## src/bgpr_pkg.sv

```systemverilog
// ----------------------------------------------------------------------------
// bgpr_pkg: shared types and constants of the bitmap glyph pixel renderer
// Glyph geometry, store size, field widths, command and register codes, and
// the command and status bundles between the controller and the datapath.
// ----------------------------------------------------------------------------
package bgpr_pkg;

    // Glyph geometry and store size.
    localparam int GLYPH_WIDTH  = 8;
    localparam int GLYPH_HEIGHT = 8;
    localparam int STORE_BYTES  = 2048;

    localparam int GLYPH_BITS  = GLYPH_WIDTH * GLYPH_HEIGHT;
    localparam int GLYPH_BYTES = (GLYPH_BITS + 7) / 8;

    // Field widths fixed by the interface.
    localparam int CMD_W     = 1;
    localparam int ADDR_W    = 11;
    localparam int BYTE_W    = 8;
    localparam int COORD_W   = 12;
    localparam int CODE_W    = 8;
    localparam int COLOR_W   = 24;
    localparam int CFG_IDX_W = 1;
    localparam int CFG_W     = 8;

    // Derived widths.
    localparam int GX_W     = (GLYPH_WIDTH > 1) ? $clog2(GLYPH_WIDTH) : 1;
    localparam int GY_W     = (GLYPH_HEIGHT > 1) ? $clog2(GLYPH_HEIGHT) : 1;
    localparam int BIT_W    = (GLYPH_BITS > 1) ? $clog2(GLYPH_BITS) : 1;
    localparam int GB_W     = (GLYPH_BYTES > 1) ? $clog2(GLYPH_BYTES) : 1;
    localparam int STORE_AW = $clog2(STORE_BYTES);
    // Wide enough for any glyph byte address and for STORE_BYTES itself.
    localparam int FULL_AW  = (CODE_W + GB_W + 1 > STORE_AW + 1) ?
                              (CODE_W + GB_W + 1) : (STORE_AW + 1);

    // Item commands.
    localparam logic [CMD_W-1:0] CMD_LOAD = 1'b0;
    localparam logic [CMD_W-1:0] CMD_DRAW = 1'b1;

    // Configuration register indexes.
    localparam logic [CFG_IDX_W-1:0] CFG_ASCII_BASE  = 1'b0;
    localparam logic [CFG_IDX_W-1:0] CFG_GLYPH_COUNT = 1'b1;

    // Register reset values.
    localparam logic [CFG_W-1:0] ASCII_BASE_RESET  = 8'd32;
    localparam logic [CFG_W-1:0] GLYPH_COUNT_RESET = 8'd255;

    // Commands from the controller to the datapath.
    typedef struct packed {
        logic load;        // write the item's byte into the glyph store
        logic start_draw;  // latch the draw item and clear the walk counters
        logic fetch;       // read the next glyph byte from the store
        logic walk_step;   // examine one glyph position, emit if set
        logic emit_empty;  // emit the lone result of an empty glyph
    } t_dp_cmd;

    // Status from the datapath to the controller.
    typedef struct packed {
        logic in_range;    // the offered draw item indexes a valid glyph
        logic fetch_done;  // the final glyph byte is being fetched
        logic bits_zero;   // no set bit remains in the glyph register
        logic step_last;   // the current position holds the final set bit
        logic out_free;    // the output register can take a result
    } t_dp_sts;

endpackage

```

## src/bgpr_ctrl.sv

```systemverilog
// ----------------------------------------------------------------------------
// bgpr_ctrl: controller of the bitmap glyph pixel renderer
// Accepts items, sequences the glyph fetch and the column-major walk, and
// drives the datapath through a command bundle.
// ----------------------------------------------------------------------------
module bgpr_ctrl (
    input  logic                           i_clk,
    input  logic                           i_rst_n,
    input  logic                           i_in_valid,
    input  logic [bgpr_pkg::CMD_W-1:0]     i_cmd,
    output logic                           o_in_stall,
    input  bgpr_pkg::t_dp_sts              i_sts,
    output bgpr_pkg::t_dp_cmd              o_dp_cmd
);
    import bgpr_pkg::*;

    typedef enum logic [1:0] {
        ST_IDLE,
        ST_FETCH,
        ST_LAND,
        ST_WALK
    } t_state;

    t_state  r_state;
    t_state  n_state;
    logic    r_in_stall;
    logic    n_in_stall;
    t_dp_cmd dp_cmd;

    always_comb begin
        n_state = r_state;
        dp_cmd  = '0;
        case (r_state)
            ST_IDLE: begin
                if (i_in_valid) begin
                    if (i_cmd == CMD_LOAD) begin
                        dp_cmd.load = 1'b1;
                    end else if (i_sts.in_range) begin
                        dp_cmd.start_draw = 1'b1;
                        n_state           = ST_FETCH;
                    end
                end
            end
            ST_FETCH: begin
                dp_cmd.fetch = 1'b1;
                if (i_sts.fetch_done) begin
                    n_state = ST_LAND;
                end
            end
            ST_LAND: begin
                // The final glyph byte settles into the glyph register.
                n_state = ST_WALK;
            end
            ST_WALK: begin
                if (i_sts.out_free) begin
                    if (i_sts.bits_zero) begin
                        dp_cmd.emit_empty = 1'b1;
                        n_state           = ST_IDLE;
                    end else begin
                        dp_cmd.walk_step = 1'b1;
                        if (i_sts.step_last) begin
                            n_state = ST_IDLE;
                        end
                    end
                end
            end
            default: begin
                n_state = ST_IDLE;
            end
        endcase
        n_in_stall = (n_state != ST_IDLE);
    end

    always_ff @(posedge i_clk) begin
        if (!i_rst_n) begin
            r_state    <= ST_IDLE;
            r_in_stall <= 1'b0;
        end else begin
            r_state    <= n_state;
            r_in_stall <= n_in_stall;
        end
    end

    assign o_in_stall = r_in_stall;
    assign o_dp_cmd   = dp_cmd;

`ifndef SYNTHESIS
    a_stall_when_busy: assert property (@(posedge i_clk) disable iff (!i_rst_n)
        (r_state != ST_IDLE) |-> o_in_stall)
        else $error("input not stalled while a draw is in progress");

    a_land_after_fetch: assert property (@(posedge i_clk) disable iff (!i_rst_n)
        (r_state == ST_LAND) |-> ($past(r_state) == ST_FETCH))
        else $error("landing cycle not preceded by a fetch");

    a_emit_needs_room: assert property (@(posedge i_clk) disable iff (!i_rst_n)
        (dp_cmd.walk_step || dp_cmd.emit_empty) |-> i_sts.out_free)
        else $error("result issued while the output register is occupied");
`endif

endmodule

```

## config.mk

```make
export PLATFORM = sky130hd
export DESIGN_NAME = bgpr_ctrl
export DESIGN_NICKNAME = d
export VERILOG_FILES = /design/src/bgpr_pkg.sv /design/src/bgpr_ctrl.sv
export SDC_FILE = /design/constraint.sdc
export NUM_CORES = 1
export LEC_CHECK = 0
export BUFFER_PORTS_ARGS = -buffer_cell sky130_fd_sc_hd__buf_2
export CORE_AREA = 4 4 41 43
export DETAILED_ROUTE_END_ITERATION = 16
export DIE_AREA = 0 0 45 47
export GPL_TIMING_DRIVEN = 0
export PLACE_DENSITY = 0.35
export SYNTH_ARGS = -nofsm -noshare
export SYNTH_HDL_FRONTEND = slang
export SYNTH_SLANG_ARGS = --single-unit
```

## constraint.sdc

```tcl
create_clock -name i_clk -period 1.25 [get_ports i_clk]
set_input_delay 0.125 -clock i_clk [delete_from_list [all_inputs] [get_ports i_clk]]
set_output_delay 0.125 -clock i_clk [all_outputs]
set_load 0.02 [all_outputs]
```

==> results of run 1 <==
cells in the mapped netlist, drive strengths merged:
master and instances:
o21ai 3, inv 2, a21oi 2, nor3b 1, and3 1, nand3 1
dfxtp 3, nand4 1, nor2 5, nor2b 3
registers in the layout (all words and copies together), names as in the netlist:
name        count
o_in_stall      1
r_state         2
path summary, 6_finish.rpt:
kind,start,endpoint,slack [ps],cells after the start
worst max-delay path,r_state[0],o_dp_cmd[3],90,3
worst min-delay path,i_rst_n,r_state[1],160,3
worst max register to register,r_state[0],o_in_stall,320,3
worst min register to register,r_state[1],r_state[1],560,2
cell type report:
type                       count  area [sq um]
clock buffer                   4          26.3
fill                         162          1010
inverter                       2          7.51
multi-input combinational     17           104
sequential                     3          62.6
tap                           15          18.8
timing repair buffer          14          72.6
power by group through the flow:
stage	clock network, mW	registers, mW	logic [mW]
floorplan	0	0.113	0.0266
global placement	0	0.112	0.0549
detailed placement	0	0.112	0.0553
CTS	0.174	0.111	0.0561
global route	0.177	0.113	0.0640
finish	0.164	0.112	0.0576
critical path: cells and delay by family (launching register included):
kind,cells,cell delay [ps]
flops,1,350
buf+inv,1,150
simple gates,2,300
cell families (layout without fill, tap and decap cells):
group	Yosys count	count (layout)	synth area share, %
DFF	3	3	36.6
and+or+nand+nor	12	12	41.2
buffers and inverters	2	20	4.58
AOI/OAI and AO/OA	5	5	17.6
layout by cell type (no fill, tap or decap):
cell type	netlist	routed
dfxtp_2	0	2
nor2_1	5	5
nor2b_2	0	1
clkbuf_4	0	3
buf_2	0	13
o21ai_2	1	1
o21ai_0	2	2
dfxtp_1	3	1
a21oi_1	2	2
nand3_2	1	1
clkbuf_1	0	1
buf_4	0	1
nand4_1	1	1
and3_1	1	1
nor2b_1	3	2
nor3b_2	0	1
inv_1	2	2
metal layers:
layer | routed length, um | part of all wire [%]
met4 | 0 | 0
met5 | 0 | 0
met2 | 188 | 40
met1 | 195 | 41
met3 | 87 | 18
repair_timing:
| item | 4_1_cts | 5_1_grt |
|---|---|---|
| setup endpoints to repair | 1 | 4 |
| hold endpoints to repair | 0 | 0 |
| hold buffers | 0 | 0 |
| gates resized for setup | 2 | 3 |
| gates cloned | 0 | 0 |
==> results.tsv, run 1 <==
metric	value	unit
yosysWarnings	0	
drtIter0Drc	1	
yosysTopAreaCell	dfxtp_1	
ys_seq_area_share	36.6	%
final.setup.tns	0	ps
arrival	1040	ps
post_cts_buffers	0	
routed_wirelength	471	um
required	1120	ps
period_minus_slack	1160	ps
die-area	2120	sq um
whs	162	ps
syn_nets	31	
rows	13	
path_cells	nor2b_1, and3_1, buf_2	
vdd_drop_max	0.175	mV
layout_setup_ws	85.5	ps
p_int	250	uW
cp_max_fo	7	
placedInstanceArea	253	sq um
pwr-share-clk	49.2	%
switchingPower	82.8	uW
leakage	0.152	nW
grt_use_met1	5.45	%
syn_to_final_growth	77.9	%
cts_root_buffer	clkbuf_4	
wl_per_cell	8.56	um
placed_cells	51	
relSlewSlack	89.7	%
switching_share	24.8	%
grt_pass1_vias	205	
instances_no_fill	55	
cts_buffer_depth	2	
power_density	1140	nW/um^2
grt_use_total	5.45	%
skew	0.230	ps
synth_area_leaders	dfxtp_1, nor2_1, nor2b_1	
hold_viol	0	
die_w	45	um
stdcell_area	292	sq um
drt_pass1_iterations	2	
start_util	12.6	%
htreeDepth	1	
cp_slowest_cell	dfxtp_2	
vias_per_cell	3.82	
place_hpwl	379	um
criticalPathCategory	flip-flop to primary output	
ant_nets	0	
grt.busiest_layer	met2	
run_status	completed	
max_freq	859	MHz
grt_first_pass_wirelength	738	um
final_nets	50	
final_core_util	22.4	%
slew_viol_final	0	
p_total	333	uW
diodes	0	
tritoncts	yes	
grtUsageMet2	7.06	%
drc	0	
syn_area_per_cell	7.45	sq um
grt-ovfl-total	0	
antenna_found_initial	0	
synth.top_cell.area_share	36.6	%
ys_types	11	
syn_area	164	sq um
postSynthCellCount	22	
fp.dieH	47	um
start_kind	flip-flop	
fin_crit_sh	93.2	%
critPathMaxStageDelay	350	ps
io_buffers	14	
gp_congestion	0.584	
rsz0062_at_grt	false	
drive_gt1_share	57.5	%
grt_max_degree	8	
via_count	210	
cts_buffers	3	
clk_latency	230	ps
core	1300	sq um
tightestPinTransition	154	ps
crit_path_end_kind	primary output	
place_ws	216	ps
seqPwrFrac	33.5	%
setup_viol	0	
hold_class	primary input to flip-flop	
clk_pin_slew	30	ps
ys_seq_elements	3	
grt_use_met3	3.07	%
combPwrFrac	17.3	%
maxCapViolations	0	
pin_count	15	
numClockSinks	3	
Note: power is estimated with default switching activity, not from simulation.
==> run 2: changes to the inputs <==
- ABC_AREA: not set -> 1
- PLACE_DENSITY: 0.35 -> 0.36
==> results.tsv, run 2 <==
metric	value	unit	change
run_status	completed		
power_density	1140	nW/um^2	-0.21%
max_freq	876	MHz	+2.0%
start_kind	flip-flop		
routed_wirelength	499	um	+5.9%
start_util	13.1	%	+0.48 points
placedInstanceArea	259	sq um	+2.5%
yosysWarnings	0		unchanged
stdcell_area	299	sq um	+2.6%
cts_buffer_depth	2		unchanged
period_minus_slack	1140	ps	-22.5 ps
grt_pass1_vias	216		+5.4%
path_cells	nor2_2, nand4_1, inv_1, buf_4		
place_hpwl	429	um	+13%
syn_area	170	sq um	+3.8%
clk_pin_slew	40	ps	about the same
setup_viol	0		unchanged
yosysMostFrequentCell	inv_1		
rows	13		unchanged
hold_buffers	0		unchanged
synth_area_leaders	dfxtp_1, inv_1, nand2_1		
maxCapViolations	0		unchanged
p_total	341	uW	+2.4%
criticalPathCategory	flip-flop to primary output		
drt_pass1_iterations	4		+2
ys_types	8		-3
cts_root_buffer	clkbuf_4		
die-area	2120	sq um	unchanged
met1Wirelength	185	um	-5.1%
wl_met3	37	um	-57%
leakage	0.198	nW	+30%
required	1120	ps	about the same
fillers	165		+1.9%
path_buf_inv	2		+1
synth-async-reset-ratio	0	%	unchanged
diodes	0		unchanged
grt_use_total	6.08	%	+0.63 points
whs	124	ps	-38.4 ps
cts_buffers	3		unchanged
critPathMaxStageDelay	340	ps	about the same
hold_class	primary input to flip-flop		
via_count	221		+5.2%
grt-ovfl-total	0		unchanged
synth_ff_type	dfxtp_1		
grt_max_degree	6		-2
synth_commonest_cells	inv_1, nand2_1, nor2_1		
synth_edf_count	0		unchanged
postSynthCellCount	29		+32%
final_common_cell	buf_2		
highest_layer	met3		
largest_reg_flops	2		unchanged
drive_gt1_share	43.8	%	-14 points
syn_to_final_growth	75.7	%	
hold_viol	0		unchanged
vdd_drop_max	0.355	mV	+100%
die_w	45	um	unchanged
gp_congestion	0.655		+12%
numClockSinks	3		unchanged
top_register	r_state		
crit_path_end_kind	primary output		
pin_count	15		unchanged
core	1300	sq um	unchanged
final_nets	58		+16%
slew_viol_final	0		unchanged
cp_max_fo	5		-2
tightestPinTransition	167	ps	+13.0 ps
io_buffers	14		unchanged
drc	0		unchanged
arrival	1020	ps	-20 ps
cp_slowest_cell	dfxtp_2		
dr_wl_met2	276	um	+47%
synth.top_cell.area_share	35.3	%	-1.3 points
tritoncts	yes		
fin_crit_sh	91.4	%	-1.8 points
hp-start	i_rst_n		
htreeDepth	1		unchanged
path_delay_family	flip-flops		
yosysTopAreaCell	dfxtp_1		
vias_per_cell	3.51		-8.1%
layout_common_cells	buf_2, inv_1, nand2_1		
syn_nets	38		+23%
ys_seq_elements	3		unchanged
crit_path_start	r_state[0]		
ant_nets	0		unchanged
wl_per_cell	7.92	um	-7.5%
relSlewSlack	88.8	%	-0.94 points
fp.dieH	47	um	unchanged
syn_area_per_cell	5.87	sq um	-21%
skew	5.21	ps	+4.98 ps
antenna_found_initial	0		unchanged
drtIter0Drc	4		+3
grt_first_pass_wirelength	855	um	+16%
rr_startpoint	r_state[1]		
ys_seq_area_share	35.3	%	-1.3 points
clk_latency	230	ps	about the same
run 2: cell types whose count changed in the layout (fill, tap and decap cells not counted), sizes merged:
cell	delta
nor2b	-3
nand2	+7
nor2	+1
inv	+6
o21ai	-1
and3	-1
nor3b	-1
a21oi	-1
buf	+1
run 2: cell type report:
cell class | instances | area [sq um] | share of cell area [%]
Timing Repair Buffer | 15 | 80.1 | 26.8
Clock buffer | 4 | 26.3 | 8.79
Sequential cell | 3 | 61.3 | 20.5
Inverter | 8 | 30.0 | 10.0
Tap cell | 15 | 18.8 | 6.28
Multi-Input combinational cell | 18 | 82.6 | 27.6
run 2: worst register-to-register path, delay by kind of cell, from the launching register on:
| family | cells | cell delay, ps |
|---|---|---|
| simple gates | 4 | 310 |
| compound gates | 1 | 150 |
| flops | 1 | 390 |
run 2: worst paths after layout:
check           endpoint  slack [ps]  cells after the start
max          o_dp_cmd[3]         110                      4
min           r_state[0]         120                      3
max reg2reg   o_in_stall         280                      5
min reg2reg   r_state[1]         620                      3
run 2: metrics by stage:
stage	TNS, ps	utilization [%]	setup slack (ps)	std cells
after global placement	0	19.9	246	58
after floorplan	0	-	343	29
after CTS	0	21.9	39.4	62
after detailed placement	0	19.9	248	58
final	0	23.0	108	63
after global routing	-7.52	23.0	-7.52	63
run 2: what timing repair did:
item | CTS | global route
setup endpoints to repair | 0 | 3
buffers inserted | 0 | 1
resized for setup | 0 | 3
run 2: logic make-up after synthesis:
| family | Yosys count | share of synthesized area (%) |
|---|---|---|
| AO/OA/AOI/OAI | 3 | 8.82 |
| flip-flops | 3 | 35.3 |
| AND/OR/NAND/NOR | 15 | 38.2 |
| buffers and inverters | 8 | 17.6 |
run 2: routing by layer:
layer,up-vias,global-route usage [%]
met5,-,0
met4,0,5.26
met1,94,6.12
met2,4,9.04
met3,0,3.45
li1,123,-
run 2: power breakdown:
| part | internal, mW | switching (mW) |
|---|---|---|
| clock | 0.119 | 0.0482 |
| combinational | 0.0276 | 0.0357 |
| sequential | 0.104 | 0.00614 |
==> run 3: changes to the inputs <==
- ABC_CLOCK_PERIOD_IN_PS: not set -> 1400
- clock period: 1.25 -> 1.4 ns (I/O delays scaled with it)
==> results.tsv, run 3 (synthesis gave the netlist of run 2 again) <==
metric	value	unit	change
place_hpwl	429	um	unchanged
fp.dieH	47	um	unchanged
path_buf_inv	2		unchanged
start_util	13.1	%	unchanged
core	1300	sq um	unchanged
leakage	0.192	nW	-2.8%
skew	5.71	ps	+0.495 ps
wl_per_cell	7.92	um	about the same
antenna_found_initial	0		unchanged
routed_wirelength	491	um	-1.6%
r2r_cells	5		unchanged
slew_viol_final	0		unchanged
rsz0062_at_grt	false		
cp.depth	4		unchanged
max_freq	825	MHz	
cts_buffers	3		unchanged
drtIter0Drc	2		-2
path_cells	nor2_1, nand4_1, inv_1, buf_2		
run_status	completed		
hold_viol	0		unchanged
drt_pass1_iterations	4		unchanged
grt-ovfl-total	0		unchanged
diodes	0		unchanged
drc	0		unchanged
hold_buffers	0		unchanged
p_total	301	uW	-12%
io_buffers	14		unchanged
path_delay_family	flip-flops		
cts_buffer_depth	2		unchanged
ant_nets	0		unchanged
dr_wl_met2	270	um	-2.2%
maxCapViolations	0		unchanged
rows	13		unchanged
crit_path_end_kind	primary output		
clk_pin_slew	40	ps	about the same
htreeDepth	1		unchanged
relSlewSlack	87.0	%	-1.8 points
holdPathEnd	r_state[0]		
met1Wirelength	183	um	-1.1%
final_common_cell	buf_2		
vdd_drop_max	0.317	mV	-11%
grt_use_total	6.08	%	unchanged
cp_max_fo	5		unchanged
highest_layer	met3		
die-area	2120	sq um	unchanged
largest_reg_flops	2		unchanged
r2r_slack	390	ps	+110 ps
cts_root_buffer	clkbuf_4		
criticalPathCategory	flip-flop to primary output		
grt_pass1_vias	216		unchanged
numClockSinks	3		unchanged
syn_to_final_growth	67.6	%	
hold_depth	3		unchanged
final.setup.tns	0	ps	unchanged
tritoncts	yes		
top_register	r_state		
start_kind	flip-flop		
hold_class	primary input to flip-flop		
arrival	1070	ps	+50 ps
required	1260	ps	+140 ps
tightestPinTransition	195	ps	+27.9 ps
via_count	213		-3.6%
hp-start	i_rst_n		
period_minus_slack	1210	ps	
power_density	1050	nW/um^2	-7.6%
fillers	161		-2.4%
cp_slowest_cell	dfxtp_1		
rr_startpoint	r_state[0]		
wl_met3	37	um	unchanged
crit_path_start	r_state[0]		
r2r_end	o_in_stall		
post_cts_resize_count	0		unchanged
drive_gt1_share	38.3	%	-5.5 points
vias_per_cell	3.44		-2.1%
grt_max_degree	6		unchanged
layout_common_cells	buf_2, inv_1, nand2_1		
setup_viol	0		unchanged
post_cts_buffers	0		unchanged
critPathMaxStageDelay	350	ps	about the same
die_w	45	um	unchanged
clk_latency	230	ps	about the same
pin_count	15		unchanged
gp_congestion	0.655		unchanged
final_nets	57		-1.7%
grt_first_pass_wirelength	855	um	unchanged
fin_crit_sh	86.5	%	
## run 3: worst min-delay path, delay by kind of cell
family / cells / cell delay (ps)
AND/OR/NAND/NOR: 1 / 60
buffers and inverters: 2 / 140
## run 3: per-layer routing
metal | GRT usage [%] | vias up
li1 | - | 121
met1 | 6.12 | 88
met2 | 9.04 | 4
met3 | 3.45 | 0
met4 | 5.26 | 0
met5 | 0 | -
## run 3: worst max-delay path by stage
stage	endpoint	slack [ps]
finish	o_dp_cmd[3]	190
global route	o_dp_cmd[3]	60
CTS	o_dp_cmd[3]	170
detailed placement	o_in_stall	400
global placement	o_in_stall	400
floorplan	o_dp_cmd[4]	480
## run 3: area by class of cell
class                           instances  area (sq um)  share of cell area (%)
Multi-Input combinational cell         18          80.1                    28.1
Clock buffer                            4          26.3                    9.21
Timing Repair Buffer                   14          70.1                    24.6
Tap cell                               15          18.8                    6.58
Inverter                                8          30.0                    10.5
Sequential cell                         3          60.1                    21.1
## run 3: where the power goes
group          leakage [nW]  switching (mW)  internal, mW
logic                 0.153          0.0313        0.0217
registers            0.0245         0.00500        0.0924
clock network        0.0150          0.0435         0.107
## run 3: per-stage QoR
step	util (%)	worst slack, ps	hold slack (ps)	area (sq um)	std cells
after CTS	21.9	174	135	285	62
after floorplan	-	478	256	170	29
after global routing	21.9	55.1	162	285	62
final	21.9	188	139	285	62
after global placement	19.9	396	375	259	58
after detailed placement	19.9	398	377	259	58
